`src/rtl/klx_pkg.sv`:
```
// ----------------------------------------------------------------------------
// klx_pkg
// Shared types, token codes and keyword tables for the keyword lexer.
// ----------------------------------------------------------------------------
package klx_pkg;

  localparam int KEYWORD_MAX_DEF = 5;   // longest identifier held for matching
  localparam int CMDQ_DEPTH      = 4;   // words between front and back
  localparam int NUM_KW          = 12;
  localparam int KW_TEXT_MAX     = 5;   // longest keyword

  // token codes
  localparam logic [5:0] K_LT     = 6'd0;
  localparam logic [5:0] K_LE     = 6'd1;
  localparam logic [5:0] K_GT     = 6'd2;
  localparam logic [5:0] K_GE     = 6'd3;
  localparam logic [5:0] K_SEMI   = 6'd4;
  localparam logic [5:0] K_POPEN  = 6'd5;
  localparam logic [5:0] K_PCLOSE = 6'd6;
  localparam logic [5:0] K_MOD    = 6'd7;
  localparam logic [5:0] K_MULT   = 6'd8;
  localparam logic [5:0] K_DIV    = 6'd9;
  localparam logic [5:0] K_ASSIGN = 6'd10;
  localparam logic [5:0] K_EQ     = 6'd11;
  localparam logic [5:0] K_ADD    = 6'd12;
  localparam logic [5:0] K_INC    = 6'd13;
  localparam logic [5:0] K_SUB    = 6'd14;
  localparam logic [5:0] K_DEC    = 6'd15;
  localparam logic [5:0] K_ERROR  = 6'd16;
  localparam logic [5:0] K_NE     = 6'd17;
  localparam logic [5:0] K_ID     = 6'd18;
  localparam logic [5:0] K_INT    = 6'd19;
  localparam logic [5:0] K_STRING = 6'd20;
  localparam logic [5:0] K_KW0    = 6'd21;
  localparam logic [5:0] K_END    = 6'd33;

  // one result word
  typedef struct packed {
    logic [5:0] kind;
    logic [7:0] text_char;
    logic       has_char;
    logic       last;
  } tok_t;

  // keyword text, first character at index 0, padded with zeros
  typedef logic [0:KW_TEXT_MAX-1][7:0] kw_text_t;

  localparam kw_text_t KW_TEXT [NUM_KW] = '{
    "print",          {"if", 24'h0},   {"then", 8'h0},  {"else", 8'h0},
    {"get", 16'h0},   {"end", 16'h0},  "while",         {"do", 24'h0},
    {"for", 16'h0},   {"and", 16'h0},  {"or", 24'h0},   {"not", 16'h0}
  };

  localparam logic [2:0] KW_LEN [NUM_KW] = '{
    3'd5, 3'd2, 3'd4, 3'd4, 3'd3, 3'd3, 3'd5, 3'd2, 3'd3, 3'd3, 3'd2, 3'd3
  };

endpackage

```
`src/rtl/klx_front.sv`:
```
// ----------------------------------------------------------------------------
// klx_front
// Scanner front end: classifies each byte, keeps the token in progress and
// builds one command word listing the results that the byte releases.
// ----------------------------------------------------------------------------
module klx_front #(
  parameter int  KeywordMax = klx_pkg::KEYWORD_MAX_DEF,
  localparam int CntW       = $clog2(KeywordMax + 2)
) (
  input  logic                             clk,
  input  logic                             rst,
  input  logic                             take,
  input  logic [7:0]                       ch,
  input  logic                             end_of_input,
  output logic                             cmd_push,
  output klx_pkg::tok_t [KeywordMax:0]     cmd_ents,
  output logic [CntW-1:0]                  cmd_n
);

  localparam int IdxW    = $clog2(KeywordMax + 1);
  localparam int WcW     = $clog2(KeywordMax + 1);
  localparam int BufIdxW = $clog2(KeywordMax);

  localparam logic [7:0] CH_LT     = 8'h3C;
  localparam logic [7:0] CH_GT     = 8'h3E;
  localparam logic [7:0] CH_EQ     = 8'h3D;
  localparam logic [7:0] CH_PLUS   = 8'h2B;
  localparam logic [7:0] CH_MINUS  = 8'h2D;
  localparam logic [7:0] CH_BANG   = 8'h21;
  localparam logic [7:0] CH_SEMI   = 8'h3B;
  localparam logic [7:0] CH_POPEN  = 8'h28;
  localparam logic [7:0] CH_PCLOSE = 8'h29;
  localparam logic [7:0] CH_PCT    = 8'h25;
  localparam logic [7:0] CH_STAR   = 8'h2A;
  localparam logic [7:0] CH_SLASH  = 8'h2F;
  localparam logic [7:0] CH_QUOTE  = 8'h22;
  localparam logic [7:0] CH_UNDER  = 8'h5F;

  typedef enum logic [4:0] {
    MODE_IDLE   = 5'b00001,
    MODE_OP     = 5'b00010,
    MODE_IDENT  = 5'b00100,
    MODE_INT    = 5'b01000,
    MODE_STRING = 5'b10000
  } mode_t;

  function automatic klx_pkg::tok_t mk(input logic [5:0] k, input logic [7:0] c,
                                       input logic h, input logic l);
    klx_pkg::tok_t t;
    t.kind      = k;
    t.text_char = h ? c : 8'h00;
    t.has_char  = h;
    t.last      = l;
    return t;
  endfunction

  function automatic logic is_letter(input logic [7:0] c);
    return (c >= 8'h41 && c <= 8'h5A) || (c >= 8'h61 && c <= 8'h7A);
  endfunction

  function automatic logic is_digit(input logic [7:0] c);
    return c >= 8'h30 && c <= 8'h39;
  endfunction

  mode_t           mode, mode_next;
  logic [7:0]      pend, pend_next;
  logic [7:0]      wbuf [KeywordMax];
  logic [7:0]      wbuf_next [KeywordMax];
  logic [WcW-1:0]  wcnt, wcnt_next;
  logic            wlong, wlong_next;

  logic                          kw_hit;
  logic [3:0]                    kw_idx;
  klx_pkg::tok_t [KeywordMax-1:0] fl_ents;
  logic [CntW-1:0]               fl_n;
  klx_pkg::tok_t                 str_fl;
  logic [7:0]                    op_second;
  logic [5:0]                    op_two, op_one;
  mode_t                         st_mode;
  logic                          st_emit;
  logic [5:0]                    st_kind;
  klx_pkg::tok_t [KeywordMax:0]  ents;
  logic [CntW-1:0]               n;
  logic                          start;
  logic                          id_char;

  assign id_char = is_letter(ch) || is_digit(ch) || ch == CH_UNDER;

  // keyword match over the held identifier
  always_comb begin
    logic m;
    kw_hit = 1'b0;
    kw_idx = '0;
    for (int k = 0; k < klx_pkg::NUM_KW; k++) begin
      m = (wcnt == WcW'(klx_pkg::KW_LEN[k]));
      for (int i = 0; i < klx_pkg::KW_TEXT_MAX; i++) begin
        if (i < int'(klx_pkg::KW_LEN[k]) && wbuf[i] != klx_pkg::KW_TEXT[k][i]) m = 1'b0;
      end
      if (m && !kw_hit) begin
        kw_hit = 1'b1;
        kw_idx = 4'(k);
      end
    end
  end

  // identifier flush: keyword, tail of a long name, or the held characters
  always_comb begin
    fl_ents = '0;
    fl_n    = CntW'(1);
    if (wlong) begin
      fl_ents[0] = mk(klx_pkg::K_ID, wbuf[0], 1'b1, 1'b1);
    end else if (kw_hit) begin
      fl_ents[0] = mk(klx_pkg::K_KW0 + {2'b00, kw_idx}, 8'h00, 1'b0, 1'b1);
    end else begin
      for (int i = 0; i < KeywordMax; i++) begin
        fl_ents[i] = mk(klx_pkg::K_ID, wbuf[i], 1'b1, WcW'(i + 1) == wcnt);
      end
      fl_n = CntW'(wcnt);
    end
  end

  assign str_fl = (wcnt != '0) ? mk(klx_pkg::K_STRING, wbuf[0], 1'b1, 1'b1)
                               : mk(klx_pkg::K_STRING, 8'h00, 1'b0, 1'b1);

  always_comb begin
    unique case (pend)
      CH_LT:    begin op_second = CH_EQ;    op_two = klx_pkg::K_LE;  op_one = klx_pkg::K_LT;     end
      CH_GT:    begin op_second = CH_EQ;    op_two = klx_pkg::K_GE;  op_one = klx_pkg::K_GT;     end
      CH_EQ:    begin op_second = CH_EQ;    op_two = klx_pkg::K_EQ;  op_one = klx_pkg::K_ASSIGN; end
      CH_PLUS:  begin op_second = CH_PLUS;  op_two = klx_pkg::K_INC; op_one = klx_pkg::K_ADD;    end
      CH_MINUS: begin op_second = CH_MINUS; op_two = klx_pkg::K_DEC; op_one = klx_pkg::K_SUB;    end
      default:  begin op_second = CH_EQ;    op_two = klx_pkg::K_NE;  op_one = klx_pkg::K_ERROR;  end
    endcase
  end

  // classification of a byte that opens a token
  always_comb begin
    st_mode = MODE_IDLE;
    st_emit = 1'b0;
    st_kind = klx_pkg::K_SEMI;
    unique case (ch)
      CH_LT, CH_GT, CH_EQ, CH_PLUS, CH_MINUS, CH_BANG: st_mode = MODE_OP;
      CH_SEMI:   begin st_emit = 1'b1; st_kind = klx_pkg::K_SEMI;   end
      CH_POPEN:  begin st_emit = 1'b1; st_kind = klx_pkg::K_POPEN;  end
      CH_PCLOSE: begin st_emit = 1'b1; st_kind = klx_pkg::K_PCLOSE; end
      CH_PCT:    begin st_emit = 1'b1; st_kind = klx_pkg::K_MOD;    end
      CH_STAR:   begin st_emit = 1'b1; st_kind = klx_pkg::K_MULT;   end
      CH_SLASH:  begin st_emit = 1'b1; st_kind = klx_pkg::K_DIV;    end
      CH_QUOTE:  st_mode = MODE_STRING;
      default: begin
        if (is_letter(ch) || ch == CH_UNDER) st_mode = MODE_IDENT;
        else if (is_digit(ch))               st_mode = MODE_INT;
      end
    endcase
  end

  always_comb begin
    ents       = '0;
    n          = '0;
    start      = 1'b0;
    mode_next  = mode;
    pend_next  = pend;
    wbuf_next  = wbuf;
    wcnt_next  = wcnt;
    wlong_next = wlong;
    if (end_of_input) begin
      unique case (mode)
        MODE_OP:     begin ents[0] = mk(op_one, 8'h00, 1'b0, 1'b1); n = CntW'(1); end
        MODE_IDENT: begin
          for (int i = 0; i < KeywordMax; i++) ents[i] = fl_ents[i];
          n = fl_n;
        end
        MODE_INT:    begin ents[0] = mk(klx_pkg::K_INT, wbuf[0], 1'b1, 1'b1); n = CntW'(1); end
        MODE_STRING: begin ents[0] = str_fl; n = CntW'(1); end
        default: ;
      endcase
      ents[n[IdxW-1:0]] = mk(klx_pkg::K_END, 8'h00, 1'b0, 1'b1);
      n          = n + CntW'(1);
      mode_next  = MODE_IDLE;
      pend_next  = 8'h00;
      wcnt_next  = '0;
      wlong_next = 1'b0;
    end else begin
      unique case (mode)
        MODE_OP: begin
          if (ch == op_second) begin
            ents[0]   = mk(op_two, 8'h00, 1'b0, 1'b1);
            mode_next = MODE_IDLE;
          end else begin
            ents[0] = mk(op_one, 8'h00, 1'b0, 1'b1);
            start   = 1'b1;
          end
          n = CntW'(1);
        end
        MODE_IDENT: begin
          if (id_char) begin
            if (wlong) begin
              ents[0]      = mk(klx_pkg::K_ID, wbuf[0], 1'b1, 1'b0);
              n            = CntW'(1);
              wbuf_next[0] = ch;
            end else if (wcnt < WcW'(KeywordMax)) begin
              wbuf_next[wcnt[BufIdxW-1:0]] = ch;
              wcnt_next = wcnt + WcW'(1);
            end else begin
              // too long for a keyword: release the held text, keep one back
              for (int i = 0; i < KeywordMax; i++) ents[i] = mk(klx_pkg::K_ID, wbuf[i], 1'b1, 1'b0);
              n            = CntW'(KeywordMax);
              wbuf_next[0] = ch;
              wcnt_next    = WcW'(1);
              wlong_next   = 1'b1;
            end
          end else begin
            for (int i = 0; i < KeywordMax; i++) ents[i] = fl_ents[i];
            n     = fl_n;
            start = 1'b1;
          end
        end
        MODE_INT: begin
          if (is_digit(ch)) begin
            ents[0]      = mk(klx_pkg::K_INT, wbuf[0], 1'b1, 1'b0);
            wbuf_next[0] = ch;
          end else begin
            ents[0] = mk(klx_pkg::K_INT, wbuf[0], 1'b1, 1'b1);
            start   = 1'b1;
          end
          n = CntW'(1);
        end
        MODE_STRING: begin
          if (ch == CH_QUOTE) begin
            ents[0]   = str_fl;
            n         = CntW'(1);
            mode_next = MODE_IDLE;
          end else begin
            if (wcnt != '0) begin
              ents[0] = mk(klx_pkg::K_STRING, wbuf[0], 1'b1, 1'b0);
              n       = CntW'(1);
            end
            wbuf_next[0] = ch;
            wcnt_next    = WcW'(1);
          end
        end
        default: start = 1'b1;
      endcase
      // the terminating byte is scanned again as a token start
      if (start) begin
        mode_next = st_mode;
        if (st_mode == MODE_OP) pend_next = ch;
        if (st_mode == MODE_STRING) wcnt_next = '0;
        if (st_mode == MODE_IDENT) begin
          wbuf_next[0] = ch;
          wcnt_next    = WcW'(1);
          wlong_next   = 1'b0;
        end
        if (st_mode == MODE_INT) begin
          wbuf_next[0] = ch;
          wcnt_next    = WcW'(1);
        end
        if (st_emit) begin
          ents[n[IdxW-1:0]] = mk(st_kind, 8'h00, 1'b0, 1'b1);
          n = n + CntW'(1);
        end
      end
    end
  end

  always_ff @(posedge clk) begin
    if (rst) begin
      mode  <= MODE_IDLE;
      pend  <= 8'h00;
      wcnt  <= '0;
      wlong <= 1'b0;
    end else if (take) begin
      mode  <= mode_next;
      pend  <= pend_next;
      wcnt  <= wcnt_next;
      wlong <= wlong_next;
    end
  end

  always_ff @(posedge clk) begin
    if (take) wbuf <= wbuf_next;
  end

  assign cmd_push = take && (n != '0);
  assign cmd_ents = ents;
  assign cmd_n    = n;

`ifndef SYNTHESIS
  a_long_holds_one: assert property (@(posedge clk) disable iff (rst)
    (mode == MODE_IDENT && wlong) |-> wcnt == WcW'(1))
    else $error("long identifier holds more than one character");
  a_eoi_idle: assert property (@(posedge clk) disable iff (rst)
    (take && end_of_input) |=> (mode == MODE_IDLE && wcnt == '0))
    else $error("scanner not back at start after end of input");
`endif

endmodule

```
`src/rtl/klx_cmdq.sv`:
```
// ----------------------------------------------------------------------------
// klx_cmdq
// Short register queue of command words between scanner front and back.
// ----------------------------------------------------------------------------
module klx_cmdq #(
  parameter int Width = 16,
  parameter int Depth = klx_pkg::CMDQ_DEPTH
) (
  input  logic             clk,
  input  logic             rst,
  input  logic             wr_en,
  input  logic [Width-1:0] wr_data,
  output logic             full,
  input  logic             rd_en,
  output logic [Width-1:0] rd_data,
  output logic             empty
);

  localparam int PtrW = $clog2(Depth);
  localparam int CntW = $clog2(Depth + 1);

  logic [Width-1:0] mem [Depth];
  logic [PtrW-1:0]  wr_ptr, rd_ptr;
  logic [CntW-1:0]  cnt;

  assign full    = (cnt == CntW'(Depth));
  assign empty   = (cnt == '0);
  assign rd_data = mem[rd_ptr];

  always_ff @(posedge clk) begin
    if (rst) begin
      wr_ptr <= '0;
      rd_ptr <= '0;
      cnt    <= '0;
    end else begin
      if (wr_en) wr_ptr <= (wr_ptr == PtrW'(Depth - 1)) ? '0 : wr_ptr + PtrW'(1);
      if (rd_en) rd_ptr <= (rd_ptr == PtrW'(Depth - 1)) ? '0 : rd_ptr + PtrW'(1);
      if (wr_en && !rd_en)      cnt <= cnt + CntW'(1);
      else if (rd_en && !wr_en) cnt <= cnt - CntW'(1);
    end
  end

  always_ff @(posedge clk) begin
    if (wr_en) mem[wr_ptr] <= wr_data;
  end

`ifndef SYNTHESIS
  a_no_overrun: assert property (@(posedge clk) disable iff (rst)
    (wr_en && !rd_en) |-> !full)
    else $error("command queue overrun");
`endif

endmodule

```
`src/rtl/klx_back.sv`:
```
// ----------------------------------------------------------------------------
// klx_back
// Result sequencer: steps through the words of the command at the queue
// head, one result word per pop, and retires the command after its last.
// ----------------------------------------------------------------------------
module klx_back #(
  parameter int  KeywordMax = klx_pkg::KEYWORD_MAX_DEF,
  localparam int CntW       = $clog2(KeywordMax + 2)
) (
  input  logic                         clk,
  input  logic                         rst,
  input  klx_pkg::tok_t [KeywordMax:0] q_ents,
  input  logic [CntW-1:0]              q_n,
  input  logic                         q_empty,
  output logic                         q_pop,
  input  logic                         pop,
  output logic                         empty,
  output logic [5:0]                   kind,
  output logic [7:0]                   text_char,
  output logic                         has_char,
  output logic                         last
);

  localparam int IdxW = $clog2(KeywordMax + 1);

  logic [IdxW-1:0] idx;
  logic            take;
  logic            at_end;
  klx_pkg::tok_t   cur;

  assign take   = pop && !q_empty;
  assign at_end = (CntW'(idx) + CntW'(1) == q_n);
  assign q_pop  = take && at_end;
  assign cur    = q_ents[idx];

  assign empty     = q_empty;
  assign kind      = cur.kind;
  assign text_char = cur.text_char;
  assign has_char  = cur.has_char;
  assign last      = cur.last;

  always_ff @(posedge clk) begin
    if (rst) begin
      idx <= '0;
    end else if (take) begin
      idx <= at_end ? '0 : idx + IdxW'(1);
    end
  end

`ifndef SYNTHESIS
  a_idx_in_cmd: assert property (@(posedge clk) disable iff (rst)
    !q_empty |-> (q_n != '0 && CntW'(idx) < q_n))
    else $error("result index outside head command");
  a_idx_rewinds: assert property (@(posedge clk) disable iff (rst)
    q_pop |=> idx == '0)
    else $error("index not rewound after command retired");
`endif

endmodule

```
`src/rtl/keyword_lexer_stream_top.sv`:
```
// ----------------------------------------------------------------------------
// keyword_lexer_stream_top
// Streaming keyword lexer: source bytes in, token result words out.
// ----------------------------------------------------------------------------
//  channel  | handshake        | fields
//  ---------+------------------+-----------------------------------------
//  input    | push / full      | ch[7:0], end_of_input
//  result   | pop / empty      | kind[5:0], text_char[7:0], has_char, last
//
//  One byte is taken every cycle while the command queue has room; the
//  front scans it in that cycle and queues at most one command of up to
//  KeywordMax+1 result words. The back hands out one result word per pop,
//  so a byte that releases several words occupies the back for as many
//  pops. Reset (rst, synchronous) empties the queue and returns the
//  scanner to its start state. full rises only when the queue is full.
// ----------------------------------------------------------------------------
module keyword_lexer_stream_top #(
  parameter int KeywordMax = klx_pkg::KEYWORD_MAX_DEF
) (
  input  logic       clk,
  input  logic       rst,
  input  logic       push,
  output logic       full,
  input  logic [7:0] ch,
  input  logic       end_of_input,
  input  logic       pop,
  output logic       empty,
  output logic [5:0] kind,
  output logic [7:0] text_char,
  output logic       has_char,
  output logic       last
);

  localparam int CntW = $clog2(KeywordMax + 2);
  localparam int CmdW = (KeywordMax + 1) * $bits(klx_pkg::tok_t) + CntW;

  logic                         take;
  logic                         cmd_push;
  klx_pkg::tok_t [KeywordMax:0] cmd_ents;
  logic [CntW-1:0]              cmd_n;
  logic [CmdW-1:0]              q_wr, q_rd;
  klx_pkg::tok_t [KeywordMax:0] q_ents;
  logic [CntW-1:0]              q_n;
  logic                         q_empty, q_pop;

  assign take = push && !full;
  assign q_wr = {cmd_ents, cmd_n};
  assign {q_ents, q_n} = q_rd;

  klx_front #(.KeywordMax(KeywordMax)) u_front (
    .clk          (clk),
    .rst          (rst),
    .take         (take),
    .ch           (ch),
    .end_of_input (end_of_input),
    .cmd_push     (cmd_push),
    .cmd_ents     (cmd_ents),
    .cmd_n        (cmd_n)
  );

  klx_cmdq #(.Width(CmdW), .Depth(klx_pkg::CMDQ_DEPTH)) u_cmdq (
    .clk     (clk),
    .rst     (rst),
    .wr_en   (cmd_push),
    .wr_data (q_wr),
    .full    (full),
    .rd_en   (q_pop),
    .rd_data (q_rd),
    .empty   (q_empty)
  );

  klx_back #(.KeywordMax(KeywordMax)) u_back (
    .clk       (clk),
    .rst       (rst),
    .q_ents    (q_ents),
    .q_n       (q_n),
    .q_empty   (q_empty),
    .q_pop     (q_pop),
    .pop       (pop),
    .empty     (empty),
    .kind      (kind),
    .text_char (text_char),
    .has_char  (has_char),
    .last      (last)
  );

endmodule

```
`config.mk`:
```
export PLATFORM = sky130hd
export DESIGN_NAME = keyword_lexer_stream_top
export DESIGN_NICKNAME = d
export VERILOG_FILES = /design/src/rtl/klx_pkg.sv /design/src/rtl/klx_front.sv /design/src/rtl/klx_cmdq.sv /design/src/rtl/klx_back.sv /design/src/rtl/keyword_lexer_stream_top.sv
export SDC_FILE = /design/constraint.sdc
export NUM_CORES = 1
export LEC_CHECK = 0
export ABC_CLOCK_PERIOD_IN_PS = 26100
export BUFFER_PORTS_ARGS = -buffer_cell sky130_fd_sc_hd__buf_2
export CAP_MARGIN = 20
export CORE_UTILIZATION = 50
export CTS_CLUSTER_DIAMETER = 50
export DETAILED_ROUTE_END_ITERATION = 10
export GPL_TIMING_DRIVEN = 0
export HOLD_SLACK_MARGIN = 0.05
export PLACE_DENSITY = 0.66
export REMOVE_ABC_BUFFERS = 1
export SYNTH_ARGS = -nofsm -noshare
export SYNTH_HDL_FRONTEND = slang
export SYNTH_SLANG_ARGS = --single-unit
```
`constraint.sdc`:
```
create_clock -name clk -period 26.1 [get_ports clk]
set_clock_uncertainty 0.2 [all_clocks]
set_input_delay 7.83 -clock clk [delete_from_list [all_inputs] [get_ports clk]]
set_output_delay 7.83 -clock clk [all_outputs]
set_load 0.02 [all_outputs]
```
-- After elaboration in Yosys (flattened, before gate mapping)
Memory sizes are Yosys's and may differ from the RTL's. A register that Yosys moved wholly into a read port is not among the register bits.
Index checks and enable logic that the tools add are counted.
- register bits after elaboration: 67
- bits in latches: 0
- RAM bits: 396
- memory bits (read-only): 0
- bits of input ports: 13
- output and inout port bits: 18
- word-level logic and storage cells: 340
- memories: 1
- add/subtract/negate cells: 9
- multipliers: 0
- div/mod/pow operators: 0
- magnitude comparators: 14
- equal/unequal tests: 72
- shift-type cells: 0
- mux-type cells: 168
- bitwise gates (word level): 6
- reductions and logical operators: 57
- memory list (memory ; depth ; bits a word ; rd ports ; clocked after Yosys merged registers in ; wr ports ; line ; text):
    u_cmdq.mem ; 4 ; 99 ; 1 ; 1 ; 1 ; klx_cmdq.sv:22 ; logic [Width-1:0] mem [Depth];
- operators by type and width (cell ; count):
    2-to-1 mux 96 bit ; 3
    2-to-1 mux 63 bit ; 4
    != test 8 x 7 -> 1 bit, second input constant ; 29
    2-to-1 mux 64 bit ; 3
    2-to-1 mux 16 bit ; 10
    == test 8 x 6 -> 1 bit, second input constant ; 18
    case mux 16 bit (4 select lines) ; 2
    bitwise mux 96 bit ; 1
    demux 16 bit (select 3 bit) ; 2
    2-to-1 mux 8 bit ; 11
    2-to-1 mux 3 bit ; 27
    2-to-1 mux 80 bit ; 1
    2-to-1 mux 79 bit ; 1
    AND 65 x 78 -> 78 bit ; 1
    NOT 78 bit ; 1
    2-to-1 mux 1 bit ; 68
    2-to-1 mux 32 bit ; 2
    case mux 5 bit (5 select lines) ; 2
    binary-select mux 16 bit (select 3 bit) ; 1
    bitwise mux 40 bit ; 1
    2-to-1 mux 40 bit ; 1
    2-to-1 mux 5 bit ; 5
    demux 8 bit (select 3 bit) ; 1
    case mux 8 bit (3 select lines) ; 1
    54 further kinds ; 130

-- Longest topological paths before layout
- depth in word-level cells: 55
- gate-level depth with buffers: 21
- mapped depth without buffers: 19

-- Cells and area by module
A second synthesis with hierarchy kept.
- cell total of the unflattened synthesis: 1297
- area, all modules: 20871.3 µm²
- by module, submodules not included (module ; times used ; cells each ; area an instance (µm²) ; sequential area each (µm²)):
    klx_cmdq ; 1 ; 561 ; 14690.3 ; 12071.6
    klx_front ; 1 ; 636 ; 5176.2 ; 1541.5
    klx_back ; 1 ; 99 ; 991.0 ; 60.1
    keyword_lexer_stream_top ; 1 ; 1 ; 13.8 ; 0.0

-- Least setup slack after synthesis
No wires, ideal clock.
- path type: input to register
- start point: in ch[4]
- end point: mem u_cmdq.mem[0][0] (netlist bit) (enable)
- data arrival time: 16065 ps
- data required time: 25245 ps
- setup slack: 9180 ps
- stages: 12
- path through: clkbuf_1 -> nor3_1 -> a21oi_1 -> a21o_1 -> clkbuf_1 -> o22ai_1 -> o21ai_0 -> clkbuf_1 -> and2_1 -> a32oi_1 -> nand2_1 -> a211oi_1
- longest elaborated chain between the ends: 16
- elaborated cells between the ends (all ways): 40
- classes of those cells: add/sub: 1; order compare: 6; eq/ne: 9; mux: 15; reduce/logical: 9
- ends and longest elaborated chain (element ; line ; text):
    from (decl) ; keyword_lexer_stream_top.sv:24 ; input logic [7:0] ch,
    >= comparator 8 x 7 -> 1 bit / less-or-equal comparator 8 x 7 -> 1 bit (equally long branches) ; klx_front.sv:58 ; return (c >= 8'h41 && c <= 8'h5A) || (c >= 8'h61 && c <= 8'h7A);
    logical AND 1 bit ; klx_front.sv:58 ;
    logical OR 1 bit ; klx_front.sv:58 ;
    logical OR 1 bit (2 in a row) ; klx_front.sv:87 ; assign id_char = is_letter(ch) || is_digit(ch) || ch == CH_UNDER;
    2-to-1 mux 3 bit ; klx_front.sv:196 ; if (id_char) begin
    case mux 3 bit (3 select lines) ; klx_front.sv:184 ; unique case (mode)
    2-to-1 mux 3 bit ; klx_front.sv:166 ; if (end_of_input) begin
    adder 3 x 1 -> 3 bit ; klx_front.sv:260 ; n = n + CntW'(1);
    2-to-1 mux 3 bit ; klx_front.sv:258 ; if (st_emit) begin
    2-to-1 mux 3 bit * ; klx_front.sv:245 ; if (start) begin
    2-to-1 mux 3 bit * ; klx_front.sv:166 ;
    nonzero test 3 bit * ; klx_front.sv:284 ; assign cmd_push = take && (n != '0);
    logical AND 1 bit * ; klx_front.sv:284 ;
    2-to-1 mux 1 bit * ; klx_cmdq.sv:44 ; if (wr_en) mem[wr_ptr] <= wr_data;
    2-to-1 mux 1 bit (implied by the code) * ; klx_cmdq.sv:44 ;
    to (decl) ; klx_cmdq.sv:22 ;
Every way passes the cells marked *; elsewhere a longest branch is shown, timed or not. The select of a mux whose other input is x is not followed.

-- Worst setup path after layout
- start point: in ch[2]
- end point: mem u_cmdq.mem[1][23] (netlist bit) (enable)
The elaborated chain is that of the path after synthesis.

==> metrics <==
status complete, no violations; root buffer cell clkbuf_16; post-cts sizing count 0; vias in the first global route 11600; Fill cells 2812; Slew Viols, Final 0; Synth Cell Area 18800 um^2; Yosys reg bits 409; vias 11500; most used cell along the critical path buf_16; commonest non-fill, non-tap cell in the layout edfxtp_1; nets 1319; Sw Share 0.241; Area Overhead vs Synth 13.3%; CTS buffer count 43; detailed placement HPWL 31600 um; Crit. End Element flip-flop; Setup-failing EPs final 0; Synth Warn # 0; hold_buf cts 0; Core Area 36800 um^2; Post-synth EDFFs 380; sequential element share of the synthesized area 0.639; Clk pwr share 0.363; placed cells 1712; die span in x 196 um; first-pass GRT wire length 70400 um; die height 196 um; DP Area 19900 um^2; clock tree buffer depth 3; # IOs 31; PwrDens 73.5 nW/um^2; final hold viol count 0; design area 21300 um^2; IO Port Bufs 30; fin crit period 12.73 ns; CP Cell Sequence buf_2, o21ai_0, and3_1, a21o_1, a31oi_1, or2_2, nand2_1, nor3_1, o31ai_4, a211oi_4, buf_8, buf_16, buf_16, buf_16, buf_8; Sink Count 409; Buf/Inv on CP 6; Avg Inst Size Synth 15.1 um^2; setup TNS 0 ns; WS Path Type input pin to flip-flop; CP required 26.15 ns; gpl congestion 0.977; post-CTS setup buffer count 0; n_diodes 0; share of layout cells above drive strength 1 0.194; post-synth top area share 0.608; initial DRC count 1074; min-delay worst type flip-flop to flip-flop; async set or reset register ratio after synthesis 0; post-synthesis cell type count 91; Primary FF master, synth edfxtp_1; sequential share of power 0.499; Worst-Skew Late Latency 0.55 ns; Tot GR Track Use 0.244; Arr. time, crit path 12.78 ns; Logic pwr share 0.139; Reg area 12000 um^2; slowest CP cell a211oi_4; Overflow after GRT 0; die footprint 38300 um^2; area leader, netlist edfxtp_1; Static Leak 6.81 nW; max incr delay on CP 0.83 ns; commonest non-fill, non-tap cells in the layout 380 x edfxtp_1, 99 x mux4_2, 86 x nor2_1; total power 1.56 mW; number of remaining DRC errors 0; delay-heaviest family, CP compound AO/OA/AOI/OAI gates; Starting Density 0.510; TritonCTS clock tree yes; Reg2Reg Setup Slack 18.80 ns; DRT Wirelength 45400 um; largest net degree at the start of global routing 52; VDD IR-drop max 0.0000508 V; NetSw 376 uW; RSZ-0062 raised after global routing no; final std cells w/o fill 1792; routed len/inst 25.3 um; Crit Path Max Fanout 19; Final Cycle Share 0.488; P_int 1.19 mW; Synth Instances 1245; actual slew at the worst max-slew pin 1.37 ns; Worst-path clk slew 0.06 ns; Critical Path Source Type input pin; post-route ant nets 0; antenna violations before repair 0; slew margin rel. 0.0873; Detailed Routing Iterations Pass 1 5; Multi-input gate area 6340 um^2; Placement Rows 70; H-tree depth 2; vias per inst 6.41; Fmax 78.6 MHz; max cap viols 0; final core occ 0.578; dominant cells by area after synthesis edfxtp_1 61%, mux4_2 12%, dfxtp_1 3.1%
-- area by class of cell --
cell class              instances  area share
clock inverters                18     0.00636
flip-flops and latches        409       0.565
inverters                      56     0.00989
clock buffers                  60      0.0556
repair buffers                 65      0.0375
multi-input cells             716       0.298
well taps                     468      0.0276
-- worst reg2reg max path: stages, from the launching register on --
cell	delay [ns]
dfxtp_1	0.88
clkinv_1	0.57
ha_1	0.49
nand4b_1	0.13
nor3_1	0.11
a32oi_1	0.45
nand4b_4	0.21
nor4_1	0.67
nor2_1	0.35
ha_1	0.40
nor2_1	0.06
a32oi_1	0.31
nand2_1	0.36
a211oi_4	0.88
buf_8	0.28
buf_16	0.18
buf_16	0.17
buf_16	0.16
buf_8	0.16
-- synth_stat cells, drive strengths merged (10+ instances only) --
master	n
a21boi	10
nand3	21
buf	21
ha	14
and2	19
nand4b	16
nand4	13
o21ai	36
a22oi	10
nor3	35
clkbuf	43
o211ai	10
o22ai	19
nor4bb	10
mux2i	13
nor2b	31
nor4	18
nand2	50
nand2b	14
or3	11
nor2	86
mux4	99
dfxtp	29
inv	54
edfxtp	380
a21oi	35
-- registers in the layout, summed over array words and instances, names as in the netlist, named ones only --
register	flops
u_front.wbuf	40
u_front.pend	8
u_front.mode	5
u_front.wlong	1
u_cmdq.wr_ptr	2
u_front.wcnt	3
u_back.idx	3
u_cmdq.cnt	3
u_cmdq.rd_ptr	2
u_cmdq.mem	340
-- routing by layer --
metal | wire [um] | vias to the layer above | share of wire | track usage
li1 | - | 5078 | - | -
met5 | 0 | - | 0 | 0
met3 | 2540 | 77 | 0.056 | 0.0340
met4 | 1120 | 0 | 0.025 | 0.0741
met1 | 20100 | 5917 | 0.44 | 0.351
met2 | 21600 | 416 | 0.48 | 0.391
-- logic make-up after synthesis --
logic type,synth area share
xor gates and xnor gates,0.00700
muxes,0.128
DFF,0.639
AOI/OAI and AO/OA,0.0716
and+or+nand+nor,0.118
buffers and inverters,0.0257
adders and majority gates,0.0104
-- per-stage QoR --
step	hold slack, ns	setup slack, ns
2_1_floorplan	0.254	9.14
3_5_place_dp	0.283	12.93
4_1_cts	0.296	13.47
6_report	0.296	13.37
3_3_place_gp	0.272	2.81
5_1_grt	0.300	13.15
-- power by group through the flow --
stage                     combinational (mW)  sequential, mW  clock, mW
after floorplan                        0.138           0.802          0
after global routing                   0.235           0.783      0.602
after detailed placement               0.220           0.793          0
after global placement                 0.186           0.825          0
final                                  0.217           0.779      0.566
after CTS                              0.220           0.779      0.577
-- path summary, 6_finish.rpt --
path,from,to,cells past startpoint
max reg2reg,u_front.wcnt[2],u_cmdq.mem[1][23],18
min,u_front.pend[6],u_front.pend[6],1
min reg2reg,u_front.pend[6],u_front.pend[6],1
max,ch[2],u_cmdq.mem[1][23],15
No activity file was read; power rests on OpenSTA's default activity.
